--- src/rtl/bcc_pkg.sv ---
// brew cycle controller shared types, register map and constants
package bcc_pkg;

	// controller modes
	localparam logic [1:0] MODE_IDLE    = 2'd0;
	localparam logic [1:0] MODE_HEATING = 2'd1;
	localparam logic [1:0] MODE_READY   = 2'd2;
	localparam logic [1:0] MODE_POURING = 2'd3;

	// register indexes, byte address is 4 * index
	localparam logic [1:0] REG_EVAL     = 2'd0;
	localparam logic [1:0] REG_BLINK    = 2'd1;
	localparam logic [1:0] REG_AUTO_OFF = 2'd2;
	localparam logic [1:0] REG_PWM      = 2'd3;

	localparam int ADDR_W = 4;

	// register reset values
	localparam logic [7:0]  EVAL_RESET     = 8'd10;
	localparam logic [15:0] BLINK_RESET    = 16'd500;
	localparam logic [19:0] AUTO_OFF_RESET = 20'd600000;
	localparam logic [14:0] PWM_RESET      = 15'd10000;

	// full-power duty step and reciprocal for the period split
	localparam int FULL_POWER = 100;
	localparam int RECIP_SHIFT = 19;
	localparam logic [12:0] RECIP_100 = 13'd5243;
	localparam logic [8:0] PWM_QUOT_RESET = 9'(int'(PWM_RESET) / FULL_POWER);

	typedef struct packed {
		logic button_level;
		logic capsule_present;
		logic hot_lever;
		logic cold_lever;
		logic boiler_hot;
	} tick_t;

	typedef struct packed {
		logic [1:0]  mode;
		logic        pump_on;
		logic        red_led;
		logic        green_led;
		logic [15:0] heater_compare;
	} res_t;

	// configuration as seen by the controller
	typedef struct packed {
		logic [7:0]  eval_period;
		logic [15:0] blink_period;
		logic [19:0] auto_off_period;
		logic [14:0] heat_period;
		logic [6:0]  pwm_rem;
	} cfg_t;

endpackage

--- src/rtl/brew_cycle_controller_unit.sv ---
// brew cycle controller top level: tick register, controller, result register
//
//  channel   direction  handshake                  payload
//  tick      in         tick_valid / tick_stall    tick (tick_t)
//  res       out        res_valid / res_stall      res (res_t)
//  config    in         psel/penable/pwrite/pready paddr, pwdata, prdata
//
// one tick per cycle sustained while res is not stalled; a taken tick waits in the tick
// register, and the controller steps it from there into the result register
// reset clears the mode, timers (to expired), LEDs, pump, heater and valid bits
// res_stall holds the result register; a tick waits in the tick register and
// tick_stall rises only when both registers are full and res is stalled
module brew_cycle_controller_unit import bcc_pkg::*; (
	input  logic              clk,
	input  logic              arst_n,
	input  logic              tick_valid,
	output logic              tick_stall,
	input  tick_t             tick,
	output logic              res_valid,
	input  logic              res_stall,
	output res_t              res,
	input  logic              psel,
	input  logic              penable,
	input  logic              pwrite,
	input  logic [ADDR_W-1:0] paddr,
	input  logic [31:0]       pwdata,
	output logic [31:0]       prdata,
	output logic              pready
);

	cfg_t  cfg;
	tick_t tick_s1;
	logic  valid_s1;
	logic  adv;
	logic  accept;
	res_t  result;
	res_t  res_q;
	logic  res_valid_q;

	bcc_cfg u_cfg (
		.clk     (clk),
		.arst_n  (arst_n),
		.psel    (psel),
		.penable (penable),
		.pwrite  (pwrite),
		.paddr   (paddr),
		.pwdata  (pwdata),
		.prdata  (prdata),
		.pready  (pready),
		.cfg     (cfg)
	);

	bcc_ctrl u_ctrl (
		.clk    (clk),
		.arst_n (arst_n),
		.step   (adv),
		.tick   (tick_s1),
		.cfg    (cfg),
		.result (result)
	);

	// handshake
	assign adv        = valid_s1 && (!res_valid_q || !res_stall);
	assign tick_stall = valid_s1 && !adv;
	assign accept     = tick_valid && !tick_stall;

	// tick register
	always_ff @(posedge clk or negedge arst_n) begin
		if (!arst_n) begin
			valid_s1 <= 1'b0;
		end else if (accept) begin
			valid_s1 <= 1'b1;
		end else if (adv) begin
			valid_s1 <= 1'b0;
		end
	end

	always_ff @(posedge clk) begin
		if (accept) begin
			tick_s1 <= tick;
		end
	end

	// result register
	always_ff @(posedge clk or negedge arst_n) begin
		if (!arst_n) begin
			res_valid_q <= 1'b0;
		end else if (adv) begin
			res_valid_q <= 1'b1;
		end else if (!res_stall) begin
			res_valid_q <= 1'b0;
		end
	end

	always_ff @(posedge clk) begin
		if (adv) begin
			res_q <= result;
		end
	end

	assign res_valid = res_valid_q;
	assign res       = res_q;

	// idle always shows everything off
	a_idle_off: assert property (@(posedge clk) disable iff (!arst_n)
		res_valid && res.mode == MODE_IDLE |-> !res.pump_on && !res.red_led && !res.green_led)
		else $error("idle beat with an output still on");

	// pump runs exactly while pouring
	a_pump_pour: assert property (@(posedge clk) disable iff (!arst_n)
		res_valid |-> res.pump_on == (res.mode == MODE_POURING))
		else $error("pump drive disagrees with mode");

	// ready lights exactly one LED
	a_ready_led: assert property (@(posedge clk) disable iff (!arst_n)
		res_valid && res.mode == MODE_READY |-> res.green_led != res.red_led)
		else $error("ready beat with both or no LEDs lit");

	// a stall on the tick side only comes from a blocked result
	a_stall_src: assert property (@(posedge clk) disable iff (!arst_n)
		tick_stall |-> res_valid && res_stall && valid_s1)
		else $error("tick stalled without a blocked result");

endmodule

--- src/rtl/bcc_cfg.sv ---
// brew cycle controller configuration registers and heater period split
module bcc_cfg import bcc_pkg::*; (
	input  logic              clk,
	input  logic              arst_n,
	input  logic              psel,
	input  logic              penable,
	input  logic              pwrite,
	input  logic [ADDR_W-1:0] paddr,
	input  logic [31:0]       pwdata,
	output logic [31:0]       prdata,
	output logic              pready,
	output cfg_t              cfg
);

	logic [7:0]  eval_q;
	logic [15:0] blink_q;
	logic [19:0] auto_off_q;
	logic [14:0] pwm_q;
	logic [8:0]  quot_q;
	logic [27:0] prod;
	logic [15:0] rem_full;
	logic        wr_en;
	logic [1:0]  idx;

	assign pready = 1'b1;
	assign idx    = paddr[3:2];
	assign wr_en  = psel && penable && pwrite;

	// register writes
	always_ff @(posedge clk or negedge arst_n) begin
		if (!arst_n) begin
			eval_q     <= EVAL_RESET;
			blink_q    <= BLINK_RESET;
			auto_off_q <= AUTO_OFF_RESET;
			pwm_q      <= PWM_RESET;
		end else if (wr_en) begin
			case (idx)
				REG_EVAL:     eval_q     <= pwdata[7:0];
				REG_BLINK:    blink_q    <= pwdata[15:0];
				REG_AUTO_OFF: auto_off_q <= pwdata[19:0];
				REG_PWM:      pwm_q      <= pwdata[14:0];
				default: ;
			endcase
		end
	end

	// read mux
	always_comb begin
		case (idx)
			REG_EVAL:     prdata = {24'd0, eval_q};
			REG_BLINK:    prdata = {16'd0, blink_q};
			REG_AUTO_OFF: prdata = {12'd0, auto_off_q};
			REG_PWM:      prdata = {17'd0, pwm_q};
			default:      prdata = 32'd0;
		endcase
	end

	// period / 100 by reciprocal, exact for every 15-bit period
	assign prod = 28'(pwm_q) * 28'(RECIP_100);

	always_ff @(posedge clk or negedge arst_n) begin
		if (!arst_n) begin
			quot_q <= PWM_QUOT_RESET;
		end else begin
			quot_q <= prod[RECIP_SHIFT +: 9];
		end
	end

	// remainder left over at full power
	assign rem_full = 16'(pwm_q) - 16'(quot_q) * 16'(FULL_POWER);

	assign cfg.eval_period     = eval_q;
	assign cfg.blink_period    = blink_q;
	assign cfg.auto_off_period = auto_off_q;
	assign cfg.heat_period     = pwm_q;
	assign cfg.pwm_rem         = rem_full[6:0];

endmodule

--- src/rtl/bcc_ctrl.sv ---
// brew cycle controller mode state, timers and next-state logic
module bcc_ctrl import bcc_pkg::*; (
	input  logic  clk,
	input  logic  arst_n,
	input  logic  step,
	input  tick_t tick,
	input  cfg_t  cfg,
	output res_t  result
);

	logic [1:0]  mode_q, nx_mode;
	logic        latch_q, nx_latch;
	logic [7:0]  eval_q, eval_inc, nx_eval;
	logic [15:0] blink_q, blink_inc, nx_blink;
	logic [19:0] auto_q, auto_inc, nx_auto;
	logic        red_q, nx_red;
	logic        green_q, nx_green;
	logic        pump_q, nx_pump;
	logic        full_q, nx_full;
	logic        valve;
	logic        press;

	// saturating tick counters
	assign eval_inc  = (eval_q == '1) ? eval_q : eval_q + 8'd1;
	assign blink_inc = (blink_q == '1) ? blink_q : blink_q + 16'd1;
	assign auto_inc  = (auto_q == '1) ? auto_q : auto_q + 20'd1;

	assign valve = tick.hot_lever | tick.cold_lever;
	assign press = tick.button_level && !latch_q;

	// one evaluation of the mode controller
	always_comb begin
		nx_mode  = mode_q;
		nx_latch = latch_q;
		nx_eval  = eval_inc;
		nx_blink = blink_inc;
		nx_auto  = auto_inc;
		nx_red   = red_q;
		nx_green = green_q;
		nx_pump  = pump_q;
		nx_full  = full_q;
		if (eval_inc >= cfg.eval_period) begin
			nx_eval = 8'd0;
			case (mode_q)
				MODE_IDLE: begin
					nx_latch = tick.button_level;
					if (press) begin
						nx_mode = MODE_HEATING;
						nx_full = 1'b1;
						nx_auto = 20'd0;
					end
				end
				MODE_HEATING: begin
					nx_latch = tick.button_level;
					if (press) begin
						nx_mode  = MODE_IDLE;
						nx_full  = 1'b0;
						nx_pump  = 1'b0;
						nx_red   = 1'b0;
						nx_green = 1'b0;
					end else if (blink_inc >= cfg.blink_period) begin
						if (tick.boiler_hot && tick.capsule_present && !valve) begin
							nx_mode  = MODE_READY;
							nx_green = 1'b1;
							nx_red   = 1'b0;
						end else begin
							nx_red   = tick.boiler_hot ? 1'b1 : !red_q;
							nx_blink = 16'd0;
						end
					end
				end
				MODE_READY: begin
					nx_latch = tick.button_level;
					if (press || auto_inc >= cfg.auto_off_period) begin
						nx_mode  = MODE_IDLE;
						nx_full  = 1'b0;
						nx_pump  = 1'b0;
						nx_red   = 1'b0;
						nx_green = 1'b0;
					end else if (!tick.boiler_hot) begin
						nx_mode  = MODE_HEATING;
						nx_green = 1'b0;
						nx_red   = 1'b1;
					end else if (!tick.capsule_present) begin
						nx_green = 1'b0;
						nx_red   = 1'b1;
					end else if (valve) begin
						nx_mode  = MODE_POURING;
						nx_pump  = 1'b1;
						nx_green = 1'b0;
						nx_red   = 1'b1;
					end else begin
						nx_green = 1'b1;
						nx_red   = 1'b0;
					end
				end
				default: begin
					// pouring: button not sampled, latch holds
					if (!valve) begin
						nx_mode  = MODE_READY;
						nx_pump  = 1'b0;
						nx_red   = 1'b0;
						nx_green = 1'b1;
					end
				end
			endcase
		end
	end

	// state registers, timers start expired
	always_ff @(posedge clk or negedge arst_n) begin
		if (!arst_n) begin
			mode_q  <= MODE_IDLE;
			latch_q <= 1'b0;
			eval_q  <= '1;
			blink_q <= '1;
			auto_q  <= '1;
			red_q   <= 1'b0;
			green_q <= 1'b0;
			pump_q  <= 1'b0;
			full_q  <= 1'b0;
		end else if (step) begin
			mode_q  <= nx_mode;
			latch_q <= nx_latch;
			eval_q  <= nx_eval;
			blink_q <= nx_blink;
			auto_q  <= nx_auto;
			red_q   <= nx_red;
			green_q <= nx_green;
			pump_q  <= nx_pump;
			full_q  <= nx_full;
		end
	end

	// result shows the state after this tick
	assign result.mode           = nx_mode;
	assign result.pump_on        = nx_pump;
	assign result.red_led        = nx_red;
	assign result.green_led      = nx_green;
	assign result.heater_compare = nx_full ? {9'd0, cfg.pwm_rem} : {cfg.heat_period, 1'b0};

endmodule
--- config.mk ---
export PLATFORM = sky130hd
export DESIGN_NAME = brew_cycle_controller_unit
export DESIGN_NICKNAME = d
export VERILOG_FILES = /design/src/rtl/bcc_pkg.sv /design/src/rtl/brew_cycle_controller_unit.sv /design/src/rtl/bcc_cfg.sv /design/src/rtl/bcc_ctrl.sv
export SDC_FILE = /design/constraint.sdc
export NUM_CORES = 1
export LEC_CHECK = 0
export BUFFER_PORTS_ARGS = -buffer_cell sky130_fd_sc_hd__buf_4
export CAP_MARGIN = 10
export CORE_MARGIN = 3
export CORE_UTILIZATION = 50
export DETAILED_ROUTE_END_ITERATION = 10
export PLACE_DENSITY = 0.69
export SLEW_MARGIN = 40
export SYNTH_ARGS = -nofsm -noshare
export SYNTH_HDL_FRONTEND = slang
export SYNTH_HIERARCHICAL = 1
export SYNTH_SLANG_ARGS = --single-unit
--- constraint.sdc ---
create_clock -name clk -period 6.1 [get_ports clk]
set_clock_uncertainty 0.15 [all_clocks]
set_input_delay 0 -clock clk [delete_from_list [all_inputs] [get_ports clk]]
set_output_delay 0 -clock clk [all_outputs]
set_load 0.02 [all_outputs]
==> metrics.yaml, run 1 <==
yosys.area.top_type_share_pct: 14.1
min_path_type: "in -> async"
slowest_delay_ns: 0.69
fin_crit_sh_pct: 80.3
num_antenna_cells: 0
nNetsFinal: 1563
syn_avg_cell_area_um2: 10.0
r2r_end: "u_cfg/quot_q[3]$_DFF_PN0_"
max_freq_ghz: 0.204
synthesis.area_um2: 12300
grt_max_degree: 67
core_um2: 23800
arrival_ns: 5.07
path_max_fanout: 10
die_w_um: 163
drv_slew: 0
hpwl_um: 22000
grt_usage_pct: 22.9
hold_viol: 0
drc: 0
crit_path_end_kind: "flip-flop"
htree_levels: 4
wl_um: 29500
synth_flop_cell: "dfstp_2"
r2r-start: "u_cfg/pwm_q[12]$_DFFE_PN0P_"
cts_resized: 0
drv_cap: 0
first_pass_iters: 5
yosysSeqAreaShare_pct: 30.9
clock_path_buffers: 2
vias_per_cell: 5.54
hold_ws_ns: 0.0104
cp.required_ns: 6.27
grt_pass1_wl_um: 47700
drt_iter0_drc: 667
fin_crit_ns: 4.90
cts-buffers-inserted: 17
worstSetupEndpoint: "u_cfg/quot_q[3]$_DFF_PN0_"
place_congestion: 0.877
initial_utilization_pct: 51.5
area_growth_pct: 13.3
cp_cell_sequence: "fa_1 > ha_1 > inv_1 > fa_1 > inv_1 > fa_1 > inv_1 > fa_1 > inv_1 > ha_1 > nand3_2 > nor4_4 > a211oi_2 > a2111o_1 > o311ai_1"
drive_gt1_share_pct: 22.1
first_global_vias: 9069
cp_slowest_cell: "dfrtp_1"
rows: 56
synth_cell_types: 80
tns_ns: 0
rsz0062_at_grt: "no"
clock_latency_ns: 0.43
tightest_slew_ns: 0.864
wl_per_cell_um: 18.0
yosysWarnings: 6
r2r_slack_ns: 1.20
cts_tree: "built"
ctsHoldBuffers: 29
r2r_cells: 15
synth_edf_count: 26
slew-limit-headroom_pct: 42.2
pin_count: 104
vias: 9084
clock_sinks: 143
yosys.area.top_type: "dfstp_2"
ys_async_sr_fraction_pct: 81.8
path_class: "reg -> reg"
ys_seq_elements: 143
setup_violations: 0
cts_setup_buffers: 0
io_buffers: 76
cp-start-kind: "flip-flop"
antenna_found_initial: 0
status: "finished clean"
startpoint: "u_cfg/pwm_q[12]$_DFFE_PN0P_"
synth_area_leaders: "dfstp_2 (14%), ha_1 (14%), fa_1 (11%)"
dieArea_um2: 26500
clockRootBuffer: "clkbuf_16"
synthCells: 1222
clk_pin_slew_ns: 0.07
die_y_um: 163
overflow: 0
antenna_left: 0
==> synth_stat cells (all sizes together) (17+ instances only) <==
cell / count
clkbuf: 17
fa: 69
ha: 138
edfxtp: 26
nand3: 42
nor2: 59
inv: 197
o21ai: 55
mux2: 63
nand2: 95
nor3: 17
dfrtp: 51
a22o: 25
dfstp: 66
a21oi: 45
xnor2: 28
buf: 37
==> worst min path at each step <==
stage / from / to / slack, ns
3_5_place_dp: arst_n / u_cfg/eval_q[0]$_DFFE_PN0P_ / -0.05
3_3_place_gp: arst_n / u_ctrl/green_q$_DFFE_PN0P_ / -0.05
6_report: arst_n / u_cfg/eval_q[0]$_DFFE_PN0P_ / 0.01
5_1_grt: arst_n / u_cfg/eval_q[0]$_DFFE_PN0P_ / 0.07
4_1_cts: arst_n / u_cfg/eval_q[0]$_DFFE_PN0P_ / 0.04
2_1_floorplan: arst_n / res_valid$_DFFE_PN0P_ / -0.45
==> cells by family (layout without fill, tap and decap cells) <==
logic type | Yosys count | in the layout | share of synthesized area, %
fa+ha+maj | 207 | 207 | 25.3
xor+xnor | 38 | 38 | 2.71
buf+inv | 252 | 340 | 9.02
simple gates | 287 | 287 | 12.4
flops | 143 | 143 | 30.9
mux | 71 | 71 | 7.25
compound gates | 222 | 222 | 12.4
other cells | 2 | 13 | 0.0612
==> routing by layer <==
metal,global-route usage (%),vias up,wire length (um)
li1,-,4347,-
met1,32.0,4491,13600
met2,37.3,219,13900
met3,3.79,27,1420
met4,5.88,0,474
met5,0,-,0
==> per-stage QoR <==
stage	std cells	utilization, %	area [um2]	setup WS (ns)
after floorplan	1233	-	12300	1.54
after global placement	1579	54.5	13000	1.26
after detailed placement	1579	54.5	13000	1.17
after CTS	1640	58.3	13900	1.15
after global routing	1640	58.3	13900	0.814
final	1640	58.3	13900	1.20
==> critical path, delay by kind of cell, from the launching register on <==
family / cells / cell delay, ns
and+or+nand+nor: 2 / 0.46
DFF: 1 / 0.69
adders and majority gates: 6 / 2.65
AOI/OAI and AO/OA: 3 / 0.65
buffers and inverters: 4 / 0.20
==> cell usage in the layout (no fill, tap or decap), types with 11 or more instances in the layout <==
cell type      Yosys  layout
nand3_1           36      36
dfstp_2           66      66
o21a_1            12      12
o21ai_0           53      53
nor2_1            57      57
dlygate4sd3_1      0      29
ha_1             138     138
dfrtp_1           51      51
fa_1              69      69
conb_1             2      13
mux2_2            63      63
clkbuf_16          0      18
xnor2_1           28      28
buf_4             22      81
nand2_1           95      95
a21oi_1           45      45
edfxtp_1          26      26
inv_1            197     197
a22o_1            25      25
and3_1            11      11
==> registers in the layout, summed over array words and instances (netlist names), 2 cells and up <==
signal            flops
res                  21
u_cfg/auto_off_q     20
u_ctrl/auto_q        20
u_cfg/blink_q        16
u_ctrl/blink_q       16
u_cfg/pwm_q          15
u_cfg/eval_q          8
u_ctrl/eval_q         8
tick_s1               5
u_cfg/quot_q          5
u_ctrl/mode_q         2
==> cell type report <==
cell class,instances,area [um2]
timing repair buffer,111,910
clock buffer,19,464
tap,319,399
clock inverter,13,149
sequential,143,3790
inverter,197,739
multi-input combinational,838,7440
fill,2104,9930
Power of run 1 is left out: the tool's default activity adds up to more than one toggle a clock period on the data nets, which glitch-free logic cannot reach.
==> inputs of run 2 (changes only) <==
- ABC_AREA: unset -> 1
- PLACE_DENSITY: 0.69 -> 0.71
- clock period: 6.1 -> 4.3 ns (I/O delays scaled with it)
==> run 2 against run 1 <==
Compared with the run above:
- flip-flop and latch count unchanged
- fmax up 13%
- synthesized area down 0.14%
- routed wire length up 7.5%
- worst hold slack worse by 0.041 ns
- the flow now finishes with violations (hold timing, setup timing)
- first-iteration DRC count up 14%
==> metrics.yaml, run 2 <==
antenna_found_initial: 0
synth.most_common_cell: "nand2_1"
synthesis.area_um2: 12300
syn_avg_cell_area_um2: 8.16
clock_path_buffers: 2
synth_edf_count: 26
crit_path_end_kind: "flip-flop"
r2r_end: "u_cfg/quot_q[3]$_DFF_PN0_"
multi_input_area_um2: 7340
r2r-start: "u_cfg/pwm_q[11]$_DFFE_PN0P_"
cp_slowest_cell: "fa_1"
hpwl_um: 24000
cp.required_ns: 4.47
synthCells: 1502
slew-limit-headroom_pct: 46.4
clockRootBuffer: "clkbuf_16"
synth.top_cells.by_count: "nand2_1 (333), inv_1 (326), ha_1 (138), nor2_1 (71), fa_1 (69)"
fin_crit_sh_pct: 101
wl_per_cell_um: 16.0
crit_top_cell: "fa_1"
register_area_um2: 3800
hold_ws_ns: -0.0302
overflow: 0
yosysWarnings: 6
largest_reg_flops: 21
tns_ns: -0.0276
clk_pin_slew_ns: 0.07
yosys.area.top_type: "dfstp_2"
nNetsFinal: 1906
min_path_type: "in -> async"
rows: 56
vias: 10251
path_max_fanout: 4
drive_gt1_share_pct: 19.8
clock_sinks: 143
synth_area_leaders: "dfstp_2 (14%), ha_1 (14%), fa_1 (11%)"
wl_um: 31700
cp_cell_sequence: "buf_6 > fa_1 > ha_1 > inv_1 > fa_1 > inv_1 > fa_1 > inv_1 > fa_1 > inv_2 > ha_4 > a21oi_4 > o21ai_1 > a21oi_2 > nand3_1 > nand2_1 > nand2_1"
drv_cap: 0
synth_flop_cell: "dfstp_2"
clock_latency_ns: 0.43
grt_max_degree: 60
r2r_cells: 17
antenna_left: 0
fin_crit_ns: 4.33
setup_ws_ns: -0.0254
cp-start-kind: "flip-flop"
yosys.area.top_type_share_pct: 14.2
yosysSeqAreaShare_pct: 30.9
grt_pass1_wl_um: 50200
n_fill_cell: 2039
path_class: "reg -> reg"
drc: 0
dieArea_um2: 26400
area_growth_pct: 19.8
max_freq_ghz: 0.231
place_congestion: 0.866
cp_top_family: "adder cells"
pin_count: 104
die_w_um: 163
layout_common_cells: "nand2_1 (326), inv_1 (316), buf_4 (127)"
cts-buffers-inserted: 17
grt_usage_pct: 23.9
vias_per_cell: 5.17
r2r_slack_ns: -0.03
startpoint: "u_cfg/pwm_q[11]$_DFFE_PN0P_"
io_buffers: 76
first_pass_iters: 8
violations: "hold timing, setup timing"
setup_violations: 2
rsz0062_at_grt: "yes"
core_um2: 23800
drv_slew: 0
final_common_cell: "nand2_1"
first_global_vias: 9944
path_buf_inv: 5
tightest_slew_ns: 0.802
hold_viol: 7
worstSetupEndpoint: "u_cfg/quot_q[3]$_DFF_PN0_"
slowest_delay_ns: 0.54
drt_iter0_drc: 763
critical_path_depth: 17
die_y_um: 163
cts_tree: "built"
num_antenna_cells: 0
status: "finished with violations"
htree_levels: 4
ys_async_sr_fraction_pct: 81.8
synth_cell_types: 50
arrival_ns: 4.49
ys_seq_elements: 143
initial_utilization_pct: 51.6
[run 2: repair_timing]
action                                 in CTS  in global routing
hold buffers                               31                  0
resized for setup                          27                 55
buffers inserted                            6                  8
setup endpoints to repair                   5                 26
cloned                                      0                  1
pin swaps                                  18                 49
endpoints found under the hold margin     128                  0
[run 2: kinds of logic after synthesis]
family | count (synthesis) | share of synthesized area [%]
AND/OR/NAND/NOR | 530 | 19.0
buffers and inverters | 380 | 12.7
adder cells (fa/ha/maj) | 207 | 25.4
AO/OA/AOI/OAI | 205 | 9.20
flip-flops | 143 | 30.9
XOR/XNOR | 35 | 2.81
other | 2 | 0.0613
[run 2: cell type report]
cell class	instances	area share (%)
inverter	334	8.54
tap	319	2.72
sequential	143	25.9
timing repair buffer	164	9.19
clock buffer	18	2.92
multi-input combinational	991	50.0
clock inverter	14	0.818
[run 2: layer usage]
layer | up-vias | global-route usage, % | wire length (um)
li1 | 4999 | - | -
met1 | 4876 | 34.2 | 14500
met2 | 333 | 37.9 | 14700
met3 | 43 | 3.74 | 1860
met4 | 0 | 6.92 | 656
met5 | - | 0 | 0
[run 2: how the worst min path moves through the flow]
stage | start | to | cells after the start
floorplan | arst_n | res_valid$_DFFE_PN0P_ | 0
global placement | arst_n | u_cfg/quot_q[0]$_DFF_PN0_ | 1
detailed placement | arst_n | u_cfg/quot_q[0]$_DFF_PN0_ | 1
CTS | penable | u_cfg/eval_q[3]$_DFFE_PN1P_ | 4
global route | arst_n | u_cfg/quot_q[0]$_DFF_PN0_ | 2
finish | arst_n | u_cfg/quot_q[0]$_DFF_PN0_ | 2
[run 2: stage by stage]
| step | area (um2) | util [%] | hold slack [ns] | worst slack, ns | cells |
|---|---|---|---|---|---|
| 6_report | 14700 | 61.8 | -0.0302 | -0.0254 | 1983 |
| 5_1_grt | 14700 | 61.8 | 0.0321 | -0.174 | 1983 |
| 4_1_cts | 14400 | 60.6 | 0.0733 | -0.000434 | 1975 |
| 3_5_place_dp | 13300 | 56.1 | -0.0207 | -0.124 | 1906 |
| 3_3_place_gp | 13300 | 56.1 | -0.0211 | -0.0380 | 1906 |
| 2_1_floorplan | 12300 | - | -0.446 | 0.0471 | 1513 |
Power of run 2 is left out for the same reason.
==> inputs of run 3 (changes only) <==
- CTS_CLUSTER_SIZE: unset -> 8
- SKIP_CTS_REPAIR_TIMING: unset -> 1
==> run 3 against run 2 <==
Compared with the run above:
- global-route usage fell by 0.40 points
- cell count fell by 0.50%
- via count did not move
- die area did not move
- largest cell class unchanged
- worst hold slack barely moved
- the flow still finishes with violations (hold timing, setup timing)
- critical path type unchanged
- setup slack got worse by 0.025 ns
- routed wire length fell by 1.4%
- first-iteration DRC count fell by 5.5%
- clock-buffer cell count did not move
- register-to-register slack got worse by 0.03 ns
- non-clock buffer count fell by 10
==> metrics.yaml, run 3 (same netlist as run 2, synthesis figures left out) <==
place_congestion: 0.866
fin_crit_ns: 4.35
r2r_cells: 15
fin_util_pct: 61.1
overflow: 0
core_um2: 23800
cts-buffers-inserted: 17
path_max_fanout: 4
rows: 56
antenna_found_initial: 0
drc: 0
first_global_vias: 9759
area_growth_pct: 18.5
violations: "hold timing, setup timing"
rsz0062_at_grt: "yes"
hpwl_um: 24000
first_pass_iters: 5
die_y_um: 163
initial_utilization_pct: 51.6
dpl.cell_count: 1906
clockRootBuffer: "clkbuf_16"
setup_violations: 1
vias_per_cell: 5.20
nNetsFinal: 1896
drv_slew: 0
dieArea_um2: 26400
die_w_um: 163
clk_pin_slew_ns: 0.06
layout_common_cells: "nand2_1 (326), inv_1 (322), ha_1 (125)"
grt_usage_pct: 23.5
max_freq_ghz: 0.230
tightest_slew_ns: 0.820
place_ws_ns: -0.124
cts_tree: "built"
path_class: "reg -> reg"
setup_ws_ns: -0.0504
fin_cells: 1973
drive_gt1_share_pct: 18.7
clock_sinks: 143
slew-limit-headroom_pct: 45.1
cp.required_ns: 4.52
pin_count: 104
wl_per_cell_um: 15.8
r2r-start: "u_cfg/pwm_q[9]$_DFFE_PN1P_"
status: "finished with violations"
largest_reg_flops: 21
clock_path_buffers: 2
io_buffers: 76
vias: 10251
crit_path_end_kind: "flip-flop"
htree_levels: 4
min_path_type: "in -> async"
arrival_ns: 4.57
num_antenna_cells: 0
hold_ws_ns: -0.0306
final_common_cell: "nand2_1"
hold_viol: 14
drt_iter0_drc: 721
grt_max_degree: 60
grt_pass1_wl_um: 49300
r2r_slack_ns: -0.05
n_fill_cell: 2056
fin_crit_sh_pct: 101
clock_latency_ns: 0.43
r2r_end: "u_cfg/quot_q[2]$_DFF_PN1_"
wl_um: 31200
antenna_left: 0
drv_cap: 0
cp-start-kind: "flip-flop"
run 3: changes by cell type in the layout (fill, tap and decap cells not counted), moves of 3 or more:
cell and delta:
nand2_2 +4, inv_1 +6, ha_4 -4, buf_4 -7, inv_2 -6, ha_1 +3
a21oi_2 -3, nand2_4 -4
run 3: cell type report:
type | count | area [um2] | share of cell area [%]
clock inverters | 14 | 120 | 0.827
multi-input cells | 991 | 7260 | 50.0
inverters | 334 | 1250 | 8.63
clock buffers | 18 | 429 | 2.96
flip-flops and latches | 143 | 3800 | 26.1
repair buffers | 154 | 1260 | 8.71
well taps | 319 | 399 | 2.75
run 3: worst max-delay path, cell delays in order, from the launching register on:
cell     delay [ns]
dfstp_2        0.59
buf_4          0.13
fa_1           0.45
ha_4           0.29
fa_1           0.44
fa_1           0.56
inv_1          0.06
fa_1           0.53
inv_1          0.07
ha_4           0.30
nand2_2        0.10
nor3b_4        0.21
nand4_1        0.16
nand3_1        0.12
nand2_1        0.06
nand2_1        0.08
run 3: metal layers:
layer	vias to the layer above	GRT usage, %	share of wire [%]
li1	4973	-	-
met1	4916	33.8	46
met2	320	36.6	46
met3	42	3.84	5.9
met4	0	7.30	2.2
met5	-	0	0
run 3: per-stage QoR:
stage	setup TNS [ns]	instance area, um2
2_1_floorplan	0	12300
3_3_place_gp	-0.129	13300
3_5_place_dp	-0.472	13300
4_1_cts	-0.595	13900
5_1_grt	-0.795	14500
6_report	-0.0504	14500
run 3: worst max path at each step:
stage,from,endpoint,slack [ns],depth (start not counted)
after global routing,u_cfg/pwm_q[10]$_DFFE_PN1P_,u_cfg/quot_q[2]$_DFF_PN1_,-0.20,15
after floorplan,u_cfg/pwm_q[12]$_DFFE_PN0P_,u_cfg/quot_q[4]$_DFF_PN0_,0.05,17
final,u_cfg/pwm_q[9]$_DFFE_PN1P_,u_cfg/quot_q[2]$_DFF_PN1_,-0.05,15
after CTS,u_cfg/pwm_q[10]$_DFFE_PN1P_,u_cfg/quot_q[2]$_DFF_PN1_,-0.14,15
after detailed placement,u_cfg/pwm_q[10]$_DFFE_PN1P_,u_cfg/quot_q[2]$_DFF_PN1_,-0.12,15
after global placement,u_cfg/pwm_q[9]$_DFFE_PN1P_,u_cfg/quot_q[3]$_DFF_PN0_,-0.04,16
Power of run 3 is left out for the same reason.
